`config.mk`:
```
export PLATFORM = sky130hd
export DESIGN_NAME = token_scanner_core_flat
export DESIGN_NICKNAME = d
export VERILOG_FILES = /design/src/tsc_pkg.sv /design/src/tsc_byte_if.sv /design/src/tsc_token_if.sv /design/src/tsc_front.sv /design/src/tsc_queue.sv /design/src/tsc_back.sv /design/src/token_scanner_core.sv /design/src/flat_wrapper.sv
export SDC_FILE = /design/constraint.sdc
export NUM_CORES = 1
export LEC_CHECK = 0
export ABC_AREA = 0
export BUFFER_PORTS_ARGS = -buffer_cell sky130_fd_sc_hd__buf_2
export CAP_MARGIN = 20
export CORE_MARGIN = 2
export CORE_UTILIZATION = 35
export CTS_CLUSTER_DIAMETER = 30
export DETAILED_ROUTE_END_ITERATION = 6
export SYNTH_ARGS = -nofsm -noshare
export SYNTH_HDL_FRONTEND = slang
export SYNTH_SLANG_ARGS = --single-unit
```
`constraint.sdc`:
```
create_clock -name clk -period 3.5 [get_ports clk]
set_input_delay 0.175 -clock clk [delete_from_list [all_inputs] [get_ports clk]]
set_output_delay 0.175 -clock clk [all_outputs]
set_load 0.01 [all_outputs]
```
`src/tsc_pkg.sv`:
```
// ----------------------------------------------------------------------------
// tsc_pkg
// Shared constants, token types and helpers for the token scanner.
// ----------------------------------------------------------------------------
package tsc_pkg;

    localparam int POSITION_BITS = 16;
    localparam int TOK_POS_W     = 16;
    localparam int KIND_W        = 4;
    localparam int QUEUE_DEPTH   = 4;
    localparam int QPTR_W        = $clog2(QUEUE_DEPTH);

    localparam logic [POSITION_BITS-1:0] POS_MAX = '1;

    // scan modes
    localparam logic [1:0] MODE_IDLE   = 2'd0;
    localparam logic [1:0] MODE_STRING = 2'd1;
    localparam logic [1:0] MODE_VAR    = 2'd2;

    // token kinds
    localparam logic [KIND_W-1:0] KIND_EQUALS = 4'd0;
    localparam logic [KIND_W-1:0] KIND_COLON  = 4'd1;
    localparam logic [KIND_W-1:0] KIND_LPAREN = 4'd2;
    localparam logic [KIND_W-1:0] KIND_RPAREN = 4'd3;
    localparam logic [KIND_W-1:0] KIND_LBRACE = 4'd4;
    localparam logic [KIND_W-1:0] KIND_RBRACE = 4'd5;
    localparam logic [KIND_W-1:0] KIND_STRING = 4'd6;
    localparam logic [KIND_W-1:0] KIND_VAR    = 4'd7;
    localparam logic [KIND_W-1:0] KIND_END    = 4'd8;
    localparam logic [KIND_W-1:0] KIND_UNTERM = 4'd9;

    // characters
    localparam logic [7:0] CH_NUL    = 8'h00;
    localparam logic [7:0] CH_TAB    = 8'h09;
    localparam logic [7:0] CH_LF     = 8'h0A;
    localparam logic [7:0] CH_CR     = 8'h0D;
    localparam logic [7:0] CH_SPACE  = 8'h20;
    localparam logic [7:0] CH_QUOTE  = 8'h22;
    localparam logic [7:0] CH_LPAREN = 8'h28;
    localparam logic [7:0] CH_RPAREN = 8'h29;
    localparam logic [7:0] CH_COLON  = 8'h3A;
    localparam logic [7:0] CH_EQUALS = 8'h3D;
    localparam logic [7:0] CH_LBRACE = 8'h7B;
    localparam logic [7:0] CH_RBRACE = 8'h7D;

    typedef struct packed {
        logic [KIND_W-1:0]    kind;
        logic [TOK_POS_W-1:0] start;
        logic [TOK_POS_W-1:0] stop;
        logic                 last;
    } token_t;

    // one queue entry: every token caused by one byte
    typedef struct packed {
        logic   two;
        token_t tok0;
        token_t tok1;
    } tok_pair_t;

    typedef struct packed {
        logic empty;
        logic full;
    } q_stat_t;

    function automatic token_t make_tok(
        input logic [KIND_W-1:0]        kind,
        input logic [POSITION_BITS-1:0] s,
        input logic [POSITION_BITS-1:0] e
    );
        token_t t;
        t.kind  = kind;
        t.start = TOK_POS_W'(s);
        t.stop  = TOK_POS_W'(e);
        t.last  = 1'b0;
        return t;
    endfunction

endpackage

```
`src/tsc_byte_if.sv`:
```
// ----------------------------------------------------------------------------
// tsc_byte_if
// Text byte channel: valid/ready handshake with one byte of source text.
// ----------------------------------------------------------------------------
interface tsc_byte_if;
    logic       valid;
    logic       ready;
    logic [7:0] text_byte;

    modport source (output valid, output text_byte, input ready);
    modport sink   (input valid, input text_byte, output ready);
endinterface

```
`src/tsc_token_if.sv`:
```
// ----------------------------------------------------------------------------
// tsc_token_if
// Token channel: valid/ready handshake with one token word.
// ----------------------------------------------------------------------------
interface tsc_token_if;
    logic        valid;
    logic        ready;
    logic [3:0]  token_kind;
    logic [15:0] token_start;
    logic [15:0] token_end;
    logic        last_of_run;

    modport source (output valid, output token_kind, output token_start,
                    output token_end, output last_of_run, input ready);
    modport sink   (input valid, input token_kind, input token_start,
                    input token_end, input last_of_run, output ready);
endinterface

```
`src/tsc_front.sv`:
```
// ----------------------------------------------------------------------------
// tsc_front
// Scan state machine: takes a byte, updates mode and position, and pushes
// the one or two tokens that byte closes into the queue.
// ----------------------------------------------------------------------------
module tsc_front
(
    input  logic               clk,
    input  logic               rst_n,
    tsc_byte_if.sink           text,
    input  tsc_pkg::q_stat_t   q_stat,
    output logic               push,
    output tsc_pkg::tok_pair_t push_data
);
    import tsc_pkg::*;

    logic [1:0]               mode_reg, mode_next;
    logic [POSITION_BITS-1:0] ots_reg, ots_next;
    logic [POSITION_BITS-1:0] pos_reg, pos_next;

    logic                     accept;
    logic [7:0]               b;
    logic [POSITION_BITS-1:0] pos_inc;
    logic                     is_space;
    logic                     is_brk;
    logic                     fall;
    logic [1:0]               n;
    token_t                   t0, t1, ts;
    logic [KIND_W-1:0]        sk;
    logic                     sk_hit;

    assign text.ready = !q_stat.full;
    assign accept     = text.valid && text.ready;
    assign b          = text.text_byte;
    assign pos_inc    = (pos_reg == POS_MAX) ? pos_reg : pos_reg + 1'b1;

    always_comb
    begin
        is_space = b inside {CH_SPACE, CH_TAB, CH_LF, CH_CR};
        is_brk   = b inside {CH_LPAREN, CH_RPAREN, CH_LBRACE, CH_RBRACE};
        sk_hit   = 1'b1;
        case (b)
            CH_EQUALS: sk = KIND_EQUALS;
            CH_COLON:  sk = KIND_COLON;
            CH_LPAREN: sk = KIND_LPAREN;
            CH_RPAREN: sk = KIND_RPAREN;
            CH_LBRACE: sk = KIND_LBRACE;
            CH_RBRACE: sk = KIND_RBRACE;
            default:
            begin
                sk     = KIND_END;
                sk_hit = 1'b0;
            end
        endcase
    end

    always_comb
    begin
        mode_next = mode_reg;
        ots_next  = ots_reg;
        pos_next  = pos_inc;
        n         = 2'd0;
        t0        = make_tok(KIND_END, pos_reg, pos_reg);
        t1        = t0;
        ts        = t0;
        fall      = 1'b0;

        // open token first
        case (mode_reg)
            MODE_STRING:
            begin
                if (b == CH_NUL)
                begin
                    t0   = make_tok(KIND_UNTERM, ots_reg, pos_reg);
                    n    = 2'd1;
                    fall = 1'b1;
                end
                else if (b == CH_QUOTE)
                begin
                    t0        = make_tok(KIND_STRING, ots_reg, pos_inc);
                    n         = 2'd1;
                    mode_next = MODE_IDLE;
                end
            end
            MODE_VAR:
            begin
                if (b == CH_NUL || is_space || is_brk)
                begin
                    t0        = make_tok(KIND_VAR, ots_reg, pos_reg);
                    n         = 2'd1;
                    mode_next = MODE_IDLE;
                    fall      = 1'b1;
                end
            end
            default:
                fall = 1'b1;
        endcase

        // between tokens
        if (fall)
        begin
            mode_next = MODE_IDLE;
            if (b == CH_NUL)
            begin
                ts       = make_tok(KIND_END, pos_reg, pos_reg);
                ots_next = '0;
                pos_next = '0;
            end
            else if (sk_hit)
                ts = make_tok(sk, pos_reg, pos_inc);
            else if (!is_space)
            begin
                mode_next = (b == CH_QUOTE) ? MODE_STRING : MODE_VAR;
                ots_next  = pos_reg;
            end

            if (b == CH_NUL || sk_hit)
            begin
                if (n == 2'd0)
                    t0 = ts;
                else
                    t1 = ts;
                n = n + 2'd1;
            end
        end
    end

    always_comb
    begin
        push_data.two  = (n == 2'd2);
        push_data.tok0 = t0;
        push_data.tok1 = t1;
        push_data.tok0.last = (n == 2'd1);
        push_data.tok1.last = 1'b1;
    end

    assign push = accept && (n != 2'd0);

    always_ff @(posedge clk or negedge rst_n)
    begin
        if (!rst_n)
        begin
            mode_reg <= MODE_IDLE;
            ots_reg  <= '0;
            pos_reg  <= '0;
        end
        else if (accept)
        begin
            mode_reg <= mode_next;
            ots_reg  <= ots_next;
            pos_reg  <= pos_next;
        end
    end

endmodule

```
`src/tsc_queue.sv`:
```
// ----------------------------------------------------------------------------
// tsc_queue
// Small FIFO of token pairs between the scanner and the output stage.
// ----------------------------------------------------------------------------
module tsc_queue
(
    input  logic               clk,
    input  logic               rst_n,
    input  logic               push,
    input  tsc_pkg::tok_pair_t push_data,
    input  logic               pop,
    output tsc_pkg::tok_pair_t head,
    output tsc_pkg::q_stat_t   q_stat
);
    import tsc_pkg::*;

    tok_pair_t         entries_reg [QUEUE_DEPTH];
    logic [QPTR_W-1:0] wr_ptr_reg, wr_ptr_next;
    logic [QPTR_W-1:0] rd_ptr_reg, rd_ptr_next;
    logic [QPTR_W:0]   count_reg, count_next;
    logic              do_push, do_pop;

    assign q_stat.empty = (count_reg == '0);
    assign q_stat.full  = (count_reg == (QPTR_W+1)'(QUEUE_DEPTH));
    assign head         = entries_reg[rd_ptr_reg];

    assign do_push = push && !q_stat.full;
    assign do_pop  = pop && !q_stat.empty;

    always_comb
    begin
        wr_ptr_next = do_push ? wr_ptr_reg + 1'b1 : wr_ptr_reg;
        rd_ptr_next = do_pop ? rd_ptr_reg + 1'b1 : rd_ptr_reg;
        count_next  = count_reg;
        if (do_push && !do_pop)
            count_next = count_reg + 1'b1;
        else if (do_pop && !do_push)
            count_next = count_reg - 1'b1;
    end

    always_ff @(posedge clk)
    begin
        if (do_push)
            entries_reg[wr_ptr_reg] <= push_data;
    end

    always_ff @(posedge clk or negedge rst_n)
    begin
        if (!rst_n)
        begin
            wr_ptr_reg <= '0;
            rd_ptr_reg <= '0;
            count_reg  <= '0;
        end
        else
        begin
            wr_ptr_reg <= wr_ptr_next;
            rd_ptr_reg <= rd_ptr_next;
            count_reg  <= count_next;
        end
    end

endmodule

```
`src/tsc_back.sv`:
```
// ----------------------------------------------------------------------------
// tsc_back
// Output stage: unpacks queue entries into single token words and holds
// each in an output register until the receiver takes it.
// ----------------------------------------------------------------------------
module tsc_back
(
    input  logic               clk,
    input  logic               rst_n,
    input  tsc_pkg::tok_pair_t head,
    input  tsc_pkg::q_stat_t   q_stat,
    output logic               pop,
    tsc_token_if.source        token
);
    import tsc_pkg::*;

    logic   out_valid_reg, out_valid_next;
    token_t out_tok_reg;
    logic   half_reg, half_next;
    logic   load;
    token_t sel_tok;

    assign load    = !q_stat.empty && (!out_valid_reg || token.ready);
    assign sel_tok = half_reg ? head.tok1 : head.tok0;

    // a two-token entry stays at the head until its second word is loaded
    always_comb
    begin
        pop       = 1'b0;
        half_next = half_reg;
        if (load)
        begin
            if (head.two && !half_reg)
                half_next = 1'b1;
            else
            begin
                half_next = 1'b0;
                pop       = 1'b1;
            end
        end
    end

    always_comb
    begin
        if (load)
            out_valid_next = 1'b1;
        else if (token.ready)
            out_valid_next = 1'b0;
        else
            out_valid_next = out_valid_reg;
    end

    always_ff @(posedge clk)
    begin
        if (load)
            out_tok_reg <= sel_tok;
    end

    always_ff @(posedge clk or negedge rst_n)
    begin
        if (!rst_n)
        begin
            out_valid_reg <= 1'b0;
            half_reg      <= 1'b0;
        end
        else
        begin
            out_valid_reg <= out_valid_next;
            half_reg      <= half_next;
        end
    end

    assign token.valid       = out_valid_reg;
    assign token.token_kind  = out_tok_reg.kind;
    assign token.token_start = out_tok_reg.start;
    assign token.token_end   = out_tok_reg.stop;
    assign token.last_of_run = out_tok_reg.last;

endmodule

```
`src/token_scanner_core.sv`:
```
// ----------------------------------------------------------------------------
// token_scanner_core
// Streaming lexical scanner: one text byte in, token words out.
// ----------------------------------------------------------------------------
// Channels: text (sink) carries one source byte per word; byte 0 ends the
// text, closes any open token, emits an end token and restarts the offset
// count at zero. token (source) carries kind, start, end (exclusive) and
// last_of_run, which marks the final token caused by one byte.
// A byte is taken every cycle while the four-entry token queue has room;
// bytes that make no token (whitespace, inside a string or name) never
// wait on the output side beyond that. The scanner writes each token into
// the queue; the queue head then loads into the output register.
// The output register issues one word per cycle while the receiver keeps
// taking, so a byte with two tokens needs two output words; sustained rate
// is one byte per cycle while tokens average no more than one per byte.
// When the receiver stalls, the output word holds and the queue fills;
// once full, text.ready drops until the head entry has gone out to the
// output register (one word taken, or two for a byte with two tokens).
// Reset clears the scan mode, offset and queue; no tokens are pending.
// ----------------------------------------------------------------------------
module token_scanner_core
(
    input  logic        clk,
    input  logic        rst_n,
    tsc_byte_if.sink    text,
    tsc_token_if.source token
);
    import tsc_pkg::*;

    logic      push;
    logic      pop;
    tok_pair_t push_data;
    tok_pair_t head;
    q_stat_t   q_stat;

    tsc_front u_front
    (
        .clk       (clk),
        .rst_n     (rst_n),
        .text      (text),
        .q_stat    (q_stat),
        .push      (push),
        .push_data (push_data)
    );

    tsc_queue u_queue
    (
        .clk       (clk),
        .rst_n     (rst_n),
        .push      (push),
        .push_data (push_data),
        .pop       (pop),
        .head      (head),
        .q_stat    (q_stat)
    );

    tsc_back u_back
    (
        .clk    (clk),
        .rst_n  (rst_n),
        .head   (head),
        .q_stat (q_stat),
        .pop    (pop),
        .token  (token)
    );

endmodule
```
`src/flat_wrapper.sv`:
```
// flat-port wrapper written by rule: the top's interface ports become plain ports
module token_scanner_core_flat import tsc_pkg::*;
  (clk, rst_n, text_valid, text_text_byte, text_ready, token_valid, token_token_kind, token_token_start, token_token_end, token_last_of_run, token_ready);
  tsc_byte_if text_i ();
  tsc_token_if token_i ();
  input  logic clk;
  input  logic rst_n;
  input wire logic [$bits(text_i.valid)-1:0] text_valid;
  input wire logic [$bits(text_i.text_byte)-1:0] text_text_byte;
  output wire logic [$bits(text_i.ready)-1:0] text_ready;
  output wire logic [$bits(token_i.valid)-1:0] token_valid;
  output wire logic [$bits(token_i.token_kind)-1:0] token_token_kind;
  output wire logic [$bits(token_i.token_start)-1:0] token_token_start;
  output wire logic [$bits(token_i.token_end)-1:0] token_token_end;
  output wire logic [$bits(token_i.last_of_run)-1:0] token_last_of_run;
  input wire logic [$bits(token_i.ready)-1:0] token_ready;
  assign text_i.valid = text_valid;
  assign text_i.text_byte = text_text_byte;
  assign text_ready = text_i.ready;
  assign token_valid = token_i.valid;
  assign token_token_kind = token_i.token_kind;
  assign token_token_start = token_i.token_start;
  assign token_token_end = token_i.token_end;
  assign token_last_of_run = token_i.last_of_run;
  assign token_i.ready = token_ready;
  token_scanner_core u_core (.clk(clk), .rst_n(rst_n), .text(text_i), .token(token_i));
endmodule
```
### Word-level counts from Yosys, hierarchy flattened

Memory sizes are Yosys's and may differ from the RTL's.
Index checks and enable logic that the tools add are counted.

| word-level totals | value |
|---|---|
| memory bits (writable) | 296 |
| memories | 1 |
| logic and storage cells | 119 |
| flip-flop bits (word level) | 80 |
| input port bits | 12 |
| output and inout port bits | 39 |

Memory list:

| name | words | bits a word | rd ports | clocked after Yosys merged registers in | wr ports | RTL line | text |
|---|---|---|---|---|---|---|---|
| u_core.u_queue.entries_reg | 4 | 74 | 1 | 0 | 1 | tsc_queue.sv:17 | `tok_pair_t entries_reg [QUEUE_DEPTH];` |

| operators by class | value |
|---|---|
| add/subtract/negate cells | 6 |
| multiplexer cells | 48 |
| reductions and logical operators | 30 |
| equal/unequal tests | 22 |

Operator list:

| cell | count |
|---|---|
| 2-to-1 mux 37 bit | 12 |
| 2-to-1 mux 16 bit | 6 |
| one-hot mux 37 bit (2 select lines) | 1 |
| == test 8 x 6 -> 1 bit, second input constant | 6 |
| == test 8 x 4 -> 1 bit, second input constant | 3 |
| one-hot mux 4 bit (6 select lines) | 1 |
| 2-to-1 mux 2 bit | 10 |
| adder 16 x 1 -> 16 bit, second input constant | 1 |
| == test 16 bit, second input constant | 1 |
| == test 8 x 7 -> 1 bit, second input constant | 2 |
| 2-to-1 mux 1 bit | 13 |
| != test 3 bit, second input constant | 3 |
| logical AND 1 bit | 8 |
| logical NOT 8 bit | 1 |
| nonzero test 4 bit | 2 |
| adder 2 x 1 -> 2 bit, second input constant | 3 |
| logical NOT 1 bit | 6 |
| 2-to-1 mux 3 bit | 2 |
| nonzero test 2 bit | 3 |
| OR reduction 6 bit | 1 |
| AND reduction 5 bit | 1 |
| == test 2 x 1 -> 1 bit, second input constant | 2 |
| == test 2 bit, second input constant | 2 |
| logical OR 1 bit | 4 |
| other kinds (10) | 12 |

### Longest topological paths before layout

Gate-level depths: netlist of run 1.

| depth | value |
|---|---|
| depth after elaboration | 16 |
| mapped depth | 14 |
| mapped depth without buffers | 12 |

### Hierarchy

A second synthesis of run 1 with hierarchy kept.

| unflattened totals | value |
|---|---|
| cells, all modules | 927 |
| area total of the unflattened synthesis | 15977.8 sq um |

By module, submodules not included:

| module | area each (sq um) | cells each | instances |
|---|---|---|---|
| tsc_queue | 11270.8 | 428 | 1 |
| tsc_front | 3016.6 | 412 | 1 |
| tsc_back | 1690.4 | 87 | 1 |

### Least setup slack after synthesis of run 1

OpenSTA, ideal clock, no wires.

| timing | value |
|---|---|
| path kind | input port to flip-flop |
| start point | input text_text_byte[5] |
| end point | memory u_core.u_queue.entries_reg[0][0] in the netlist's numbering, enable pin |
| library setup time | 0.440 ns |
| setup slack | -0.578 ns |
| data required time | 3.060 ns |
| cell stages on the path | 8 |
| buffers on the path | 1 |
| arrival time | 3.637 ns |
| cell sequence | buf_2 > or3_4 > a2111oi_4 > o21bai_4 > o21ai_2 > a21oi_4 > o21a_1 > and2_1 |

| between the ends | value |
|---|---|
| cells in the longest elaborated chain, start to end | 14 |
| elaborated cells between the ends (all ways) | 34 |
| those cells by class | 1 x add/sub; 11 x eq/ne; 12 x mux; 10 x reduce/logical |

Ends and longest elaborated chain:

| item | RTL line | text |
|---|---|---|
| start, declared | flat_wrapper.sv:9 | `input wire logic [$bits(text_i.text_byte)-1:0] text_text_byte;` |
| == test 8 x 6 -> 1 bit / == test 8 x 4 -> 1 bit (equally long branches) | tsc_front.sv:39 | `is_space = b inside {CH_SPACE, CH_TAB, CH_LF, CH_CR};` |
| nonzero test 4 bit | tsc_front.sv:39 |  |
| logical OR 1 bit (2 in a row) | tsc_front.sv:87 | `if (b == CH_NUL \|\| is_space \|\| is_brk)` |
| 2-to-1 mux 1 bit | tsc_front.sv:87 |  |
| one-hot mux 1 bit (2 select lines) | tsc_front.sv:69 | `case (mode_reg)` |
| adder 2 x 1 -> 2 bit | tsc_front.sv:123 | `n = n + 2'd1;` |
| 2-to-1 mux 2 bit | tsc_front.sv:117 | `if (b == CH_NUL \|\| sk_hit)` |
| 2-to-1 mux 2 bit (*) | tsc_front.sv:100 | `if (fall)` |
| nonzero test 2 bit (*) | tsc_front.sv:137 | `assign push = accept && (n != 2'd0);` |
| logical AND 1 bit (*) | tsc_front.sv:137 |  |
| logical AND 1 bit (*) | tsc_queue.sv:27 | `assign do_push = push && !q_stat.full;` |
| net u_core.u_queue.do_push | tsc_queue.sv:21 | `logic do_push, do_pop;` |
| 2-to-1 mux 1 bit (*) | tsc_queue.sv:43 | `if (do_push)` |
| 2-to-1 mux 1 bit (implied by the code) (*) | tsc_queue.sv:44 | `entries_reg[wr_ptr_reg] <= push_data;` |
| end, declared | tsc_queue.sv:17 |  |

The timed path passes the listed nets; every way through them passes the cells marked *.

==> results of run 1 <==
[per-layer routing]
layer | up-vias | routed length (um) | GRT usage
li1 | 4094 | - | -
met1 | 4642 | 15230 | 0.1997
met2 | 251 | 17740 | 0.2578
met3 | 60 | 1767 | 0.03383
met4 | 0 | 685 | 0.05448
met5 | - | 0 | 0
[layout make-up]
type                       count  area (um^2)  area share
sequential                   376        11080      0.5647
tap                          592        740.7     0.03774
clock buffer                  95         2100      0.1070
inverter                      22        82.58    0.004208
multi-input combinational    537         4293      0.2187
timing repair buffer          92        683.2     0.03481
clock inverter                55        644.4     0.03283
[through the flow]
step	hold WS, ps	area (um^2)
after floorplan	-120.6	15690
after global placement	163.3	16860
final	88.91	19630
after detailed placement	167.8	16860
after global routing	95.72	19630
after CTS	85.43	19630
[cell usage in the layout, fill, tap and decap left out, types with 19 or more instances in the layout]
cell type                   Yosys  layout
sky130_fd_sc_hd__a22o_1        19      19
sky130_fd_sc_hd__clkbuf_16      0      81
sky130_fd_sc_hd__edfxtp_1     333     333
sky130_fd_sc_hd__buf_4          0      31
sky130_fd_sc_hd__inv_1         21      21
sky130_fd_sc_hd__buf_2          7      50
sky130_fd_sc_hd__nand2_1      173     173
sky130_fd_sc_hd__a21oi_1       36      35
sky130_fd_sc_hd__dfrtp_1       43      41
sky130_fd_sc_hd__o21ai_0       27      27
sky130_fd_sc_hd__nor2_1        30      30
sky130_fd_sc_hd__mux4_2        74      74
[power by group]
| part | switching, uW | leakage, uW | internal, uW | total (uW) |
|---|---|---|---|---|
| Sequential | 262 | 0.00358 | 5560 | 5830 |
| Clock | 2420 | 0.00132 | 5060 | 7480 |
| Combinational | 1980 | 0.00204 | 1360 | 3350 |
| Total | 4670 | 0.00694 | 12000 | 16700 |
[worst max-delay path: cells and delay by family, from the launching register on]
family,cells,cell delay (ps)
AO/OA/AOI/OAI,3,1380
flip-flops,1,690
AND/OR/NAND/NOR,2,560
[final timing paths]
path                                                       start                                     endpoint  slack [ps]  cells after the start
hold reg to reg            u_core.u_front.ots_reg[1]$_DFFE_PN0P_        u_core.u_front.ots_reg[1]$_DFFE_PN0P_         480                      2
min in group clk                               text_text_byte[7]  u_core.u_queue.entries_reg[2][32]$_DFFE_PP_         160                      3
setup reg to reg           u_core.u_front.pos_reg[0]$_DFFE_PN0P_  u_core.u_queue.entries_reg[0][44]$_DFFE_PP_         570                      5
setup / recovery           u_core.u_front.pos_reg[0]$_DFFE_PN0P_  u_core.u_queue.entries_reg[0][44]$_DFFE_PP_         570                      5
max in group asynchronous                                  rst_n       u_core.u_front.pos_reg[10]$_DFFE_PN0P_        2600                      3
hold / removal                                             rst_n        u_core.u_front.pos_reg[3]$_DFFE_PN0P_          90                      2
[timing repair]
action	4_1_cts	5_1_grt
endpoints found under the setup margin	0	0
hold buffers	2	0
endpoints found under the hold margin	16	0
resized for setup	0	0
buffers inserted	0	0
[kinds of logic after synthesis]
kind of cell               Yosys count  share of synthesized area
buffers and inverters               82                    0.02115
and+or+nand+nor                    285                    0.08108
xor gates and xnor gates            16                   0.008938
AOI/OAI and AO/OA                  144                    0.06225
muxes                               83                     0.1125
DFF                                376                     0.7064
adders and majority gates            9                   0.007661
==> metrics.md, run 1 <==
| Metric | Value |
|---|---|
| Final core utilization | 0.4438 |
| FF+latch count, synth | 376 |
| Fin. max-slew vios | 0 |
| Proportion of register bits with asynchronous set or reset after synthesis | 0.1144 |
| Clock tree root buffer cell | sky130_fd_sc_hd__clkbuf_16 |
| CP cell instances | and3_1 -> nand3_1 -> a211oi_1 -> a21oi_1 -> a311oi_1 |
| Kind of end point of the critical path | flip-flop |
| Max reg flops | between 200 and 300 |
| Count of routing violations after the opening detailed-route iteration | 646 |
| Static power due to leakage | approximately 0.0069 uW |
| Number of antenna violations at the first check in global routing | 0 |
| Rows | 77 |
| Number of levels in the clock H-tree | 3 |
| Signed area change from the synthesized netlist to the final layout | 25.18% |
| Total overflow reported by the global router | 0 |
| Avg Inst Size Synth | ~16 um^2 |
| Vias per cell | approximately 5 |
| Post-layout instance count excluding filler cells | ~1800 |
| Antenna viol nets, final | 0 |
| # setup viols final | 0 |
| Share of final-layout standard cells stronger than drive strength 1 | 0.2795 |
| Maximum clock frequency | about 340 MHz |
| RSZ-0062 raised after global routing | no |
| Gate Count Post-Synth | 995 |
| Sink Count | around 380 |
| Critical setup path kind | reg -> reg |
| Delay contributed by the slowest stage of the critical path | between 600 and 700 ps |
| # diodes | 0 |
| Final worst path period share | 0.8360 |
| Max FO, Critical Path | 13 |
| Nets in the synthesized netlist | ~1000 |
| Post-synth top area cell | sky130_fd_sc_hd__edfxtp_1 |
| Number of filler cells placed in the layout | 3875 |
| Insertion delay to the later sink of the worst-skew pair | roughly 600 ps |
| Clock period minus final worst setup slack | approximately 2900 ps |
| Cell Count Post-Placement | roughly 1600 |
| Total number of vias | between 9000 and 10000 |
| Buffer depth of the longest clock path | 3 |
| Maximum clock skew at final layout | between 20 and 25 ps |
| Setup TNS Final | 0 ps |
| Max capacitance violation total | 0 |
| Dpl hpwl | 20640 um |
| Required time worst endpoint | approximately 3800 ps |
| Overall power after layout | roughly 17000 uW |
| Tot GR Track Use | 0.1546 |
| Total wirelength of the detailed-routed design | around 35000 um |
| Number of buffers added by the clock tree synthesis step | 80 |
| Clock Pin Slew Worst Setup and Hold Paths | around 50 ps |
| Cell types with the highest counts after synthesis | sky130_fd_sc_hd__edfxtp_1, sky130_fd_sc_hd__nand2_1, sky130_fd_sc_hd__mux4_2 |
| Worst slew pin tran | around 810 ps |
| Worst path slowest cell | sky130_fd_sc_hd__dfrtp_1 |
| Die outline width | about 220 um |
| Floorplan die area | 46500 um^2 |
| GPL Wtd Cong | a little under 0.9 |
| Largest net degree at the start of global routing | between 70 and 80 |
| Count of flip-flops with a built-in enable after synthesis | roughly 330 |
| Vias in the first global route | roughly 9400 |
| Post-detailed-route wirelength per cell | roughly 20 um |
| Area of the placeable core | 44220 um^2 |
| Most repeated cell in the gate-level netlist after synthesis | sky130_fd_sc_hd__edfxtp_1 |
| Number of library cell types mapped by synthesis | 66 |
| Initial cell density of the core | 0.3546 |
| Synth top area share | 0.6378 |
| Ranking of synthesized cells by area | sky130_fd_sc_hd__edfxtp_1, sky130_fd_sc_hd__mux4_2, sky130_fd_sc_hd__dfrtp_1 |
| Power density normalized to cell area | around 850 nW/um^2 |
| Number of top-level pins | 51 |
| Clock tree from TritonCTS | built |
| Total count of hold-check failures in the final report | 0 |
| Number of optimization iterations in the first detailed-route pass | 4 |
| Maximum VDD drop | about 0.60 mV |
| CP startpoint kind | flip-flop |
| Classification of the worst-slack hold path | in -> async |
| Final WS setup | approximately 570 ps |
| Post-Syn Area | roughly 16000 um^2 |
| Synthesis Warnings | 0 |
| Leading register cell type out of synthesis | sky130_fd_sc_hd__edfxtp_1 |
| Place WS | just over 500 ps |
| Global-route wire length before repair | 54830 um |
| Number of buffers added on ports | 50 |
| DR DRC count | 0 |
| Crit path DAT | 3210 ps |
| Relative slew slack | 0.4585 |
| NumNets Final | 1130 |
| Overall die height | around 220 um |
| Fraction of the yosys area taken by sequential cells | 0.7064 |
| Result of the run | complete, no violations |
(Power assumes the default switching activity.)
==> run 2, diff against run 1 <==
--- a/config.mk
+++ b/config.mk
@@ -5,7 +5,7 @@
 export SDC_FILE = /design/constraint.sdc
 export NUM_CORES = 1
 export LEC_CHECK = 0
-export ABC_AREA = 0
+export ABC_AREA = 1
 export BUFFER_PORTS_ARGS = -buffer_cell sky130_fd_sc_hd__buf_2
 export CAP_MARGIN = 20
 export CORE_MARGIN = 2
==> constraint.sdc (replaced) <==
create_clock -name clk -period 3 [get_ports clk]
set_input_delay 0.15 -clock clk [delete_from_list [all_inputs] [get_ports clk]]
set_output_delay 0.15 -clock clk [all_outputs]
set_load 0.01 [all_outputs]
==> metrics.md, run 2 <==
| Metric | Value |
|---|---|
| Total wirelength of the detailed-routed design | 41010 um (was 35420 um) |
| Avg Inst Size Synth | 11.02 um^2 (was 15.76 um^2) |
| Most repeated cell in the gate-level netlist after synthesis | sky130_fd_sc_hd__edfxtp_1 (unchanged) |
| Count of routing violations after the opening detailed-route iteration | 1155 (was 646) |
| Synth top area share | 0.6145 (was 0.6378) |
| FF+latch count, synth | 376 (unchanged) |
| Maximum clock frequency | 390.7 MHz (was 341.8 MHz) |
| Post-cts resize count | 0 (unchanged) |
| Gate Count Post-Synth | 1477 (was 995) |
| Leading register cell type out of synthesis | sky130_fd_sc_hd__edfxtp_1 (unchanged) |
| Final WS setup | 440.2 ps (was 574.1 ps) |
| Buffer depth of the longest clock path | 3 (unchanged) |
| Global-route wire length before repair | 63940 um (was 54830 um) |
| Clock period minus final worst setup slack | 2560 ps (was 2926 ps) |
| Share of final-layout standard cells stronger than drive strength 1 | 0.1720 (was 0.2795) |
| Main combinational cell family by area after synthesis | simple AND/OR/NAND/NOR gates (was multiplexers) |
| Proportion of register bits with asynchronous set or reset after synthesis | 0.1144 (unchanged) |
| Post-detailed-route wirelength per cell | 18.21 um (was 20.02 um) |
| Number of buffers added on ports | 50 (unchanged) |
| Sink Count | 376 (unchanged) |
| Final worst path period share | 0.8533 (was 0.8360) |
| Post-Synth XOR/XNOR Area | 0.006459 (was 0.008938) |
| Buffering stage count on the worst path with inverters included | 3 (was 0) |
| Post-synth top area cell | sky130_fd_sc_hd__edfxtp_1 (unchanged) |
| Adder and majority cell fraction of the synthesized area | 0.007382 (was 0.007661) |
| Max reg flops | 296 (unchanged) |
| Number of antenna violations at the first check in global routing | 0 (unchanged) |
| Complex-gate fraction of the synthesized area | 0.1211 (was 0.06225) |
| Proportion of synthesized area in mux cells | 0 (was 0.1125) |
| Clock tree root buffer cell | sky130_fd_sc_hd__clkbuf_16 (unchanged) |
| Number of top-level pins | 51 (unchanged) |
| CP startpoint kind | flip-flop (unchanged) |
| Overall die height | 219.6 um (was 215.7 um) |
| Result of the run | complete, no violations (unchanged) |
| Vias per cell | 5.072 (was 5.114) |
| Fraction of the yosys area taken by sequential cells | 0.6807 (was 0.7064) |
| Die outline width | 219.6 um (was 215.7 um) |
| Total count of hold-check failures in the final report | 0 (unchanged) |
| Total number of vias | 11420 (was 9047) |
| Worst Hold Margin | 135.6 ps (was 88.91 ps) |
| Classification of the worst-slack hold path | in -> reg (was in -> async) |
| Maximum clock skew at final layout | 36.28 ps (was 21.80 ps) |
| Crit path DAT | 3020 ps (was 3210 ps) |
| Cell family contributing the most delay on the critical path | adder cells (was compound AO/OA/AOI/OAI gates) |
| Max capacitance violation total | 0 (unchanged) |
| Insertion delay to the later sink of the worst-skew pair | 590 ps (about the same) |
| Commonest non-fill, non-tap cell in the layout | sky130_fd_sc_hd__edfxtp_1 (unchanged) |
| Signed area change from the synthesized netlist to the final layout | 24.05% (was 25.18%) |
| Number of optimization iterations in the first detailed-route pass | 5 (was 4) |
| # diodes | 0 (unchanged) |
| Area of the placeable core | 46260 um^2 (was 44220 um^2) |
| Overall power after layout | 21870 uW (was 16660 uW) |
| Ranking of synthesized cells by area | sky130_fd_sc_hd__edfxtp_1, sky130_fd_sc_hd__nor2_1, sky130_fd_sc_hd__dfrtp_1 (was sky130_fd_sc_hd__edfxtp_1, sky130_fd_sc_hd__mux4_2, sky130_fd_sc_hd__dfrtp_1) |
| Vias in the first global route | 10990 (was 9371) |
| Floorplan die area | 48230 um^2 (was 46500 um^2) |
| Kind of end point of the critical path | flip-flop (unchanged) |
| Nets in the synthesized netlist | 1498 (was 1016) |
| Simple-gate area share of the yosys netlist | 0.1426 (was 0.08108) |
| Static power due to leakage | 0.007423 uW (was 0.006937 uW) |
| Number of library cell types mapped by synthesis | 38 (was 66) |
| Place WS | 334.9 ps (was 512.8 ps) |
| Maximum VDD drop | 0.5827 mV (was 0.6028 mV) |
| Largest net degree at the start of global routing | 148 (was 76) |
| Rows | 79 (was 77) |
| GPL Wtd Cong | 0.8579 (was 0.8765) |
| Max FO, Critical Path | 8 (was 13) |
| Final instance area | 20190 um^2 (was 19630 um^2) |
| CP cell instances | inv_1 -> ha_1 -> a21oi_1 -> nand2_4 -> nand2_1 -> nand2_1 -> nand2_2 -> inv_1 -> ha_1 -> inv_1 -> fa_1 -> a21oi_1 -> o21ai_0 -> xor2_1 (was and3_1 -> nand3_1 -> a211oi_1 -> a21oi_1 -> a311oi_1) |
| Relative slew slack | 0.3740 (was 0.4585) |
| Post-Syn Area | 16270 um^2 (was 15680 um^2) |
| Fin. max-slew vios | 0 (unchanged) |
| # setup viols final | 0 (unchanged) |
| Critical setup path kind | reg -> reg (unchanged) |
| Power density normalized to cell area | 1084 nW/um^2 (was 848.7 nW/um^2) |
| Antenna viol nets, final | 0 (unchanged) |
| Delay contributed by the slowest stage of the critical path | 460 ps (was 690 ps) |
| RSZ-0062 raised after global routing | no (unchanged) |
| Worst slew pin tran | 939.0 ps (was 806.8 ps) |
| Synthesis Warnings | 0 (unchanged) |
| Number of buffers added by the clock tree synthesis step | 79 (was 80) |
| Clock Pin Slew Worst Setup and Hold Paths | 50 ps (about the same) |
| Highest-count cells in the layout ignoring fill and taps | sky130_fd_sc_hd__edfxtp_1, sky130_fd_sc_hd__nor2_1, sky130_fd_sc_hd__o21ai_0 (was sky130_fd_sc_hd__edfxtp_1, sky130_fd_sc_hd__nand2_1, sky130_fd_sc_hd__clkbuf_16) |
| DR DRC count | 0 (unchanged) |
| Initial cell density of the core | 0.3518 (was 0.3546) |
| Number of filler cells placed in the layout | 4231 (was 3875) |
| NumNets Final | 1600 (was 1130) |
| Required time worst endpoint | 3460 ps (was 3780 ps) |
| Worst path slowest cell | sky130_fd_sc_hd__ha_1 (was sky130_fd_sc_hd__dfrtp_1) |
| CP most frequent cell | sky130_fd_sc_hd__inv_1 |
| Clock tree from TritonCTS | built (unchanged) |
| Placed instance area | 17470 um^2 (was 16860 um^2) |
| Tot GR Track Use | 0.1738 (was 0.1546) |
| Dpl hpwl | 24080 um (was 20640 um) |
| Cell types with the highest counts after synthesis | sky130_fd_sc_hd__edfxtp_1, sky130_fd_sc_hd__nor2_1, sky130_fd_sc_hd__o21ai_0 (was sky130_fd_sc_hd__edfxtp_1, sky130_fd_sc_hd__nand2_1, sky130_fd_sc_hd__mux4_2) |
| Total overflow reported by the global router | 0 (unchanged) |
| Count of flip-flops with a built-in enable after synthesis | 333 (unchanged) |
| Number of levels in the clock H-tree | 3 (unchanged) |
==> run 2: cells by family (layout without fill, tap and decap cells) <==
| kind of cell | after synthesis | in the layout |
|---|---|---|
| compound gates | 362 | 362 |
| xor+xnor | 12 | 12 |
| fa+ha+maj | 9 | 9 |
| buf+inv | 161 | 329 |
| flops | 376 | 376 |
| simple gates | 557 | 557 |
==> run 2: area by class of cell <==
type / instances / area, um^2 / area share
repair buffers: 105 / 793.3 / 0.03930
flip-flops and latches: 376 / 11080 / 0.5489
clock buffers: 91 / 2116 / 0.1048
inverters: 77 / 290.3 / 0.01438
clock inverters: 56 / 584.3 / 0.02895
multi-input cells: 940 / 4562 / 0.2260
well taps: 607 / 759.5 / 0.03762
==> run 2: power by group <==
part	leakage, uW	internal [uW]	total [uW]	switching (uW)
sequential	0.00364	6880	7210	329
combinational	0.00248	1810	6010	4200
clock	0.00130	5790	8650	2860
==> run 2: path summary, 6_finish.rpt <==
kind | slack (ps) | endpoint | from | cells past startpoint
setup reg to reg | 440 | u_core.u_queue.count_reg[2]$_DFFE_PN0P_ | u_core.u_front.mode_reg[0]$_DFFE_PN0P_ | 14
max in group asynchronous | 2030 | u_core.u_front.ots_reg[10]$_DFFE_PN0P_ | rst_n | 3
min in group asynchronous | 190 | u_core.u_front.mode_reg[1]$_DFFE_PN0P_ | rst_n | 2
setup / recovery | 440 | u_core.u_queue.count_reg[2]$_DFFE_PN0P_ | u_core.u_front.mode_reg[0]$_DFFE_PN0P_ | 14
hold / removal | 140 | u_core.u_queue.entries_reg[3][33]$_DFFE_PP_ | text_text_byte[1] | 4
hold reg to reg | 480 | u_core.u_front.ots_reg[12]$_DFFE_PN0P_ | u_core.u_front.ots_reg[12]$_DFFE_PN0P_ | 2
==> run 2: tightest hold or removal path, stage by stage <==
cell,delay [ps]
sky130_fd_sc_hd__buf_2,120
sky130_fd_sc_hd__nor2_1,70
sky130_fd_sc_hd__nand2_2,110
sky130_fd_sc_hd__nor2_1,80
==> run 2: repair_timing <==
action,in CTS,in global routing
endpoints found under the hold margin,30,0
hold buffers,2,0
buffers inserted,0,0
==> run 2: stage by stage <==
| stage | setup TNS [ps] | utilization | instances |
|---|---|---|---|
| 2_1_floorplan | -202920 | - | 1477 |
| 3_3_place_gp | 0 | 0.3776 | 2103 |
| 3_5_place_dp | 0 | 0.3776 | 2103 |
| 4_1_cts | 0 | 0.4364 | 2252 |
| 5_1_grt | 0 | 0.4364 | 2252 |
| 6_report | 0 | 0.4364 | 2252 |
==> run 2: metal layers <==
layer / GRT usage / routed length (um) / part of all wire
met1: 0.2322 / 17720 / 0.43
met2: 0.2791 / 19860 / 0.48
met3: 0.03547 / 2642 / 0.064
met4: 0.06689 / 788 / 0.019
met5: 0 / 0 / 0
==> run 3, diff against run 2 <==
--- a/config.mk
+++ b/config.mk
@@ -14,4 +14,5 @@
 export DETAILED_ROUTE_END_ITERATION = 6
 export SYNTH_ARGS = -nofsm -noshare
 export SYNTH_HDL_FRONTEND = slang
+export SYNTH_HIERARCHICAL = 1
 export SYNTH_SLANG_ARGS = --single-unit
==> metrics.md, run 3 <==
| Metric | Value |
|---|---|
| Worst R2R Start | u_core/u_front/mode_reg[0]$_DFFE_PN0P_ (was u_core.u_front.mode_reg[0]$_DFFE_PN0P_) |
| Relative slew slack | 0.1842 (was 0.3740) |
| Number of top-level pins | 51 (unchanged) |
| Initial cell density of the core | 0.3546 (was 0.3518) |
| Static power due to leakage | 0.008869 uW (was 0.007423 uW) |
| Global-route track usage on met2 | 0.2598 (was 0.2791) |
| Fin. max-slew vios | 0 (unchanged) |
| Area of the placeable core | 50070 um^2 (was 46260 um^2) |
| Reg-to-reg setup timing slack | 300 ps (was 440 ps) |
| Highest-count cells in the layout ignoring fill and taps | sky130_fd_sc_hd__nand2_1, sky130_fd_sc_hd__edfxtp_1, sky130_fd_sc_hd__inv_1 (was sky130_fd_sc_hd__edfxtp_1, sky130_fd_sc_hd__nor2_1, sky130_fd_sc_hd__o21ai_0) |
| Clock tree from TritonCTS | built (unchanged) |
| Worst slew pin tran | 1224 ps (was 939.0 ps) |
| GR Layer Usage met3 | 0.02926 (was 0.03547) |
| Synth top area share | 0.5700 (was 0.6145) |
| Dpl hpwl | 24100 um (was 24080 um) |
| Total number of vias | 11950 (was 11420) |
| Number of buffers added by the clock tree synthesis step | 82 (was 79) |
| Number of filler cells placed in the layout | 4688 (was 4231) |
| Avg Inst Size Synth | 10.47 um^2 (was 11.02 um^2) |
| Kind of end point of the critical path | flip-flop (unchanged) |
| Number of library cell types mapped by synthesis | 41 (was 38) |
| # setup viols final | 0 (unchanged) |
| Count of flip-flops with a built-in enable after synthesis | 337 (was 333) |
| Ranking of synthesized cells by area | sky130_fd_sc_hd__edfxtp_1, sky130_fd_sc_hd__nand2_1, sky130_fd_sc_hd__o211ai_1 (was sky130_fd_sc_hd__edfxtp_1, sky130_fd_sc_hd__nor2_1, sky130_fd_sc_hd__dfrtp_1) |
| Signed area change from the synthesized netlist to the final layout | 20.97% (was 24.05%) |
| Clock tree root buffer cell | sky130_fd_sc_hd__clkbuf_16 (unchanged) |
| Critical setup path kind | reg -> reg (unchanged) |
| Maximum clock skew at final layout | 27.97 ps (was 36.28 ps) |
| Relative contribution of sequential cells to total power | 0.331 (was 0.330) |
| Vias per cell | 4.728 (was 5.072) |
| Max FO, Critical Path | 14 (was 8) |
| Setup repair bufs after CTS | 0 (unchanged) |
| Hold Path Sink | u_core/u_queue/wr_ptr_reg[1]$_DFFE_PN0P_ (was u_core.u_queue.entries_reg[3][33]$_DFFE_PP_) |
| Buffer depth of the longest clock path | 3 (unchanged) |
| Synthesis Warnings | 6 (was 0) |
| Post-synth top area cell | sky130_fd_sc_hd__edfxtp_1 (unchanged) |
| Tot GR Track Use | 0.1543 (was 0.1738) |
| Number of levels in the clock H-tree | 3 (unchanged) |
| Switching component of the power | 7202 uW (was 7387 uW) |
| Setup TNS Final | 0 ps (unchanged) |
| Number of antenna violations at the first check in global routing | 1 (was 0) |
| Overall power after layout | 21640 uW (was 21870 uW) |
| Post-Syn Area | 17750 um^2 (was 16270 um^2) |
| Count of routing violations after the opening detailed-route iteration | 840 (was 1155) |
| Destination of the worst register-to-register timing path | u_core/u_queue/count_reg[2]$_DFFE_PN0P_ (was u_core.u_queue.count_reg[2]$_DFFE_PN0P_) |
| Required time worst endpoint | 3470 ps (was 3460 ps) |
| Number of buffers added on ports | 50 (unchanged) |
| Vias in the first global route | 11850 (was 10990) |
| Max reg flops | 300 (was 296) |
| Global-route wire length before repair | 63650 um (was 63940 um) |
| # diodes | 0 (unchanged) |
| NumNets Final | 1806 (was 1600) |
| Max capacitance violation total | 0 (unchanged) |
| Relative contribution of the clock network to total power | 0.407 (was 0.395) |
| Leading register cell type out of synthesis | sky130_fd_sc_hd__edfxtp_1 (unchanged) |
| RSZ-0062 raised after global routing | no (unchanged) |
| Proportion of power drawn by combinational gates | 0.262 (was 0.275) |
| Total overflow reported by the global router | 0 (unchanged) |
| DR DRC count | 0 (unchanged) |
| Internal portion of total power | 14440 uW (was 14490 uW) |
| Die outline width | 229.2 um (was 219.6 um) |
| Cell types with the highest counts after synthesis | sky130_fd_sc_hd__nand2_1, sky130_fd_sc_hd__edfxtp_1, sky130_fd_sc_hd__inv_1 (was sky130_fd_sc_hd__edfxtp_1, sky130_fd_sc_hd__nor2_1, sky130_fd_sc_hd__o21ai_0) |
| Floorplan die area | 52540 um^2 (was 48230 um^2) |
| Power density normalized to cell area | 1007 nW/um^2 (was 1084 nW/um^2) |
| Worst hold path depth | 5 (was 4) |
| Rows | 82 (was 79) |
| Number of optimization iterations in the first detailed-route pass | 7 (was 5) |
| Sink Count | 380 (was 376) |
| Proportion of register bits with asynchronous set or reset after synthesis | 0.1132 (was 0.1144) |
| FF+latch count, synth | 380 (was 376) |
| Gate Count Post-Synth | 1695 (was 1477) |
| GPL Wtd Cong | 0.8978 (was 0.8579) |
| Origin of the worst min-delay path | text_valid (was text_text_byte[1]) |
| Commonest non-fill, non-tap cell in the layout | sky130_fd_sc_hd__nand2_1 (was sky130_fd_sc_hd__edfxtp_1) |
| Switching part of the total | 0.3328 (was 0.3377) |
| Most repeated cell in the gate-level netlist after synthesis | sky130_fd_sc_hd__nand2_1 (was sky130_fd_sc_hd__edfxtp_1) |
| Insertion delay to the later sink of the worst-skew pair | 600 ps (was 590 ps) |
| Share of final-layout standard cells stronger than drive strength 1 | 0.1666 (was 0.1720) |
| Classification of the worst-slack hold path | in -> reg (unchanged) |
| Final worst path period share | 0.8993 (was 0.8533) |
| Largest net degree at the start of global routing | 237 (was 148) |
| Fraction of the yosys area taken by sequential cells | 0.6306 (was 0.6807) |
| Count of cells along the worst register-to-register path | 15 (was 14) |
| Clock period minus final worst setup slack | 2698 ps (was 2560 ps) |
| Maximum VDD drop | 0.6239 mV (was 0.5827 mV) |
| Total count of hold-check failures in the final report | 0 (unchanged) |
| Maximum clock frequency | 370.7 MHz (was 390.7 MHz) |
| Total wirelength of the detailed-routed design | 40020 um (was 41010 um) |
| Overall die height | 229.2 um (was 219.6 um) |
| Clock Pin Slew Worst Setup and Hold Paths | 40 ps (was 50 ps) |
| Antenna viol nets, final | 0 (unchanged) |
| Met1 layer usage reported by global route | 0.1917 (was 0.2322) |
| Crit path DAT | 3160 ps (was 3020 ps) |
| CP startpoint kind | flip-flop (unchanged) |
| Post-detailed-route wirelength per cell | 15.84 um (was 18.21 um) |
| Nets in the synthesized netlist | 1716 (was 1498) |
| Result of the run | complete, no violations (unchanged) |
| Most used routing layer | met2 (unchanged) |
## run 3: changes by cell type in the layout (fill, tap and decap cells not counted), sizes merged, moves of 3 or more
cell and delta:
buf -7, o21ai -129, a31oi -36, o211ai +143
nor2 -251, o22ai -32, nand2 +327, edfxtp +4
clkinv +3, inv +201, nand3 -14
## run 3: cell families after synthesis
| kind of cell | synth area share |
|---|---|
| AOI/OAI and AO/OA | 0.1133 |
| xor gates and xnor gates | 0.004933 |
| adders and majority gates | 0.006766 |
| buffers and inverters | 0.09937 |
| DFF | 0.6306 |
| other | 0.0002112 |
| and+or+nand+nor | 0.1448 |
## run 3: worst max-delay path by stage
stage	endpoint	start	slack, ps	cells past startpoint
6_report	u_core/u_queue/count_reg[2]$_DFFE_PN0P_	u_core/u_front/mode_reg[0]$_DFFE_PN0P_	300	15
5_1_grt	u_core/u_queue/count_reg[2]$_DFFE_PN0P_	u_core/u_front/mode_reg[0]$_DFFE_PN0P_	70	15
4_1_cts	u_core/u_queue/count_reg[2]$_DFFE_PN0P_	u_core/u_front/mode_reg[0]$_DFFE_PN0P_	290	15
3_5_place_dp	u_core/u_queue/count_reg[2]$_DFFE_PN0P_	text_text_byte[2]	250	21
3_3_place_gp	u_core/u_queue/count_reg[2]$_DFFE_PN0P_	text_text_byte[2]	310	21
2_1_floorplan	u_core/u_queue/entries_reg[0][0]$_DFFE_PP_	text_text_byte[7]	30	14
## run 3: cell type report
cell class | count | area (um^2) | area share
flip-flops and latches | 380 | 11200 | 0.5214
clock inverters | 63 | 624.3 | 0.02907
well taps | 672 | 840.8 | 0.03915
clock buffers | 91 | 2150 | 0.1001
multi-input cells | 948 | 4866 | 0.2266
inverters | 275 | 1045 | 0.04865
repair buffers | 98 | 753.2 | 0.03507
## run 3: timing repair
action,in CTS,in global routing
endpoints found under the hold margin,30,0
setup endpoints to repair,0,0
resized for setup,0,0
hold buffers,2,0
## run 3: power by group through the flow
| stage | registers, uW | logic, uW | clock network (uW) |
|---|---|---|---|
| finish | 7160 | 5670 | 8810 |
| global route | 7240 | 6410 | 9220 |
| CTS | 7180 | 5760 | 8950 |
| detailed placement | 7260 | 5730 | 0 |
| global placement | 7260 | 5620 | 0 |
| floorplan | 7360 | 4160 | 0 |
## run 3: per-layer routing
layer  wire length [um]  vias up
met5                  0        -
met4               1205        0
met3               1967       78
met2              19280      310
met1              17570     5660
li1                   -     5899
## run 3: critical path, cell delays in order (launching register included)
cell	delay, ps
sky130_fd_sc_hd__dfrtp_1	340
sky130_fd_sc_hd__inv_1	60
sky130_fd_sc_hd__ha_1	440
sky130_fd_sc_hd__inv_2	200
sky130_fd_sc_hd__nand3_4	210
sky130_fd_sc_hd__nand2_4	110
sky130_fd_sc_hd__a21oi_4	210
sky130_fd_sc_hd__nand2_4	60
sky130_fd_sc_hd__inv_1	60
sky130_fd_sc_hd__ha_1	170
sky130_fd_sc_hd__inv_1	70
sky130_fd_sc_hd__fa_1	380
sky130_fd_sc_hd__inv_1	70
sky130_fd_sc_hd__nand2_1	60
sky130_fd_sc_hd__nand4_1	90
sky130_fd_sc_hd__nand2_1	60
## run 3: metrics by stage
stage / cells / hold WS [ps] / instance area, um^2 / worst slack (ps) / util
after global placement: 2371 / 266.5 / 18680 / 305.9 / 0.3732
after detailed placement: 2371 / 282.4 / 18680 / 250.4 / 0.3732
after global routing: 2527 / 91.25 / 21480 / 71.62 / 0.4290
after floorplan: 1695 / -145.6 / 17830 / 28.09 / -
after CTS: 2527 / 50.30 / 21480 / 292.8 / 0.4290
final: 2527 / 69.58 / 21480 / 302.2 / 0.4290
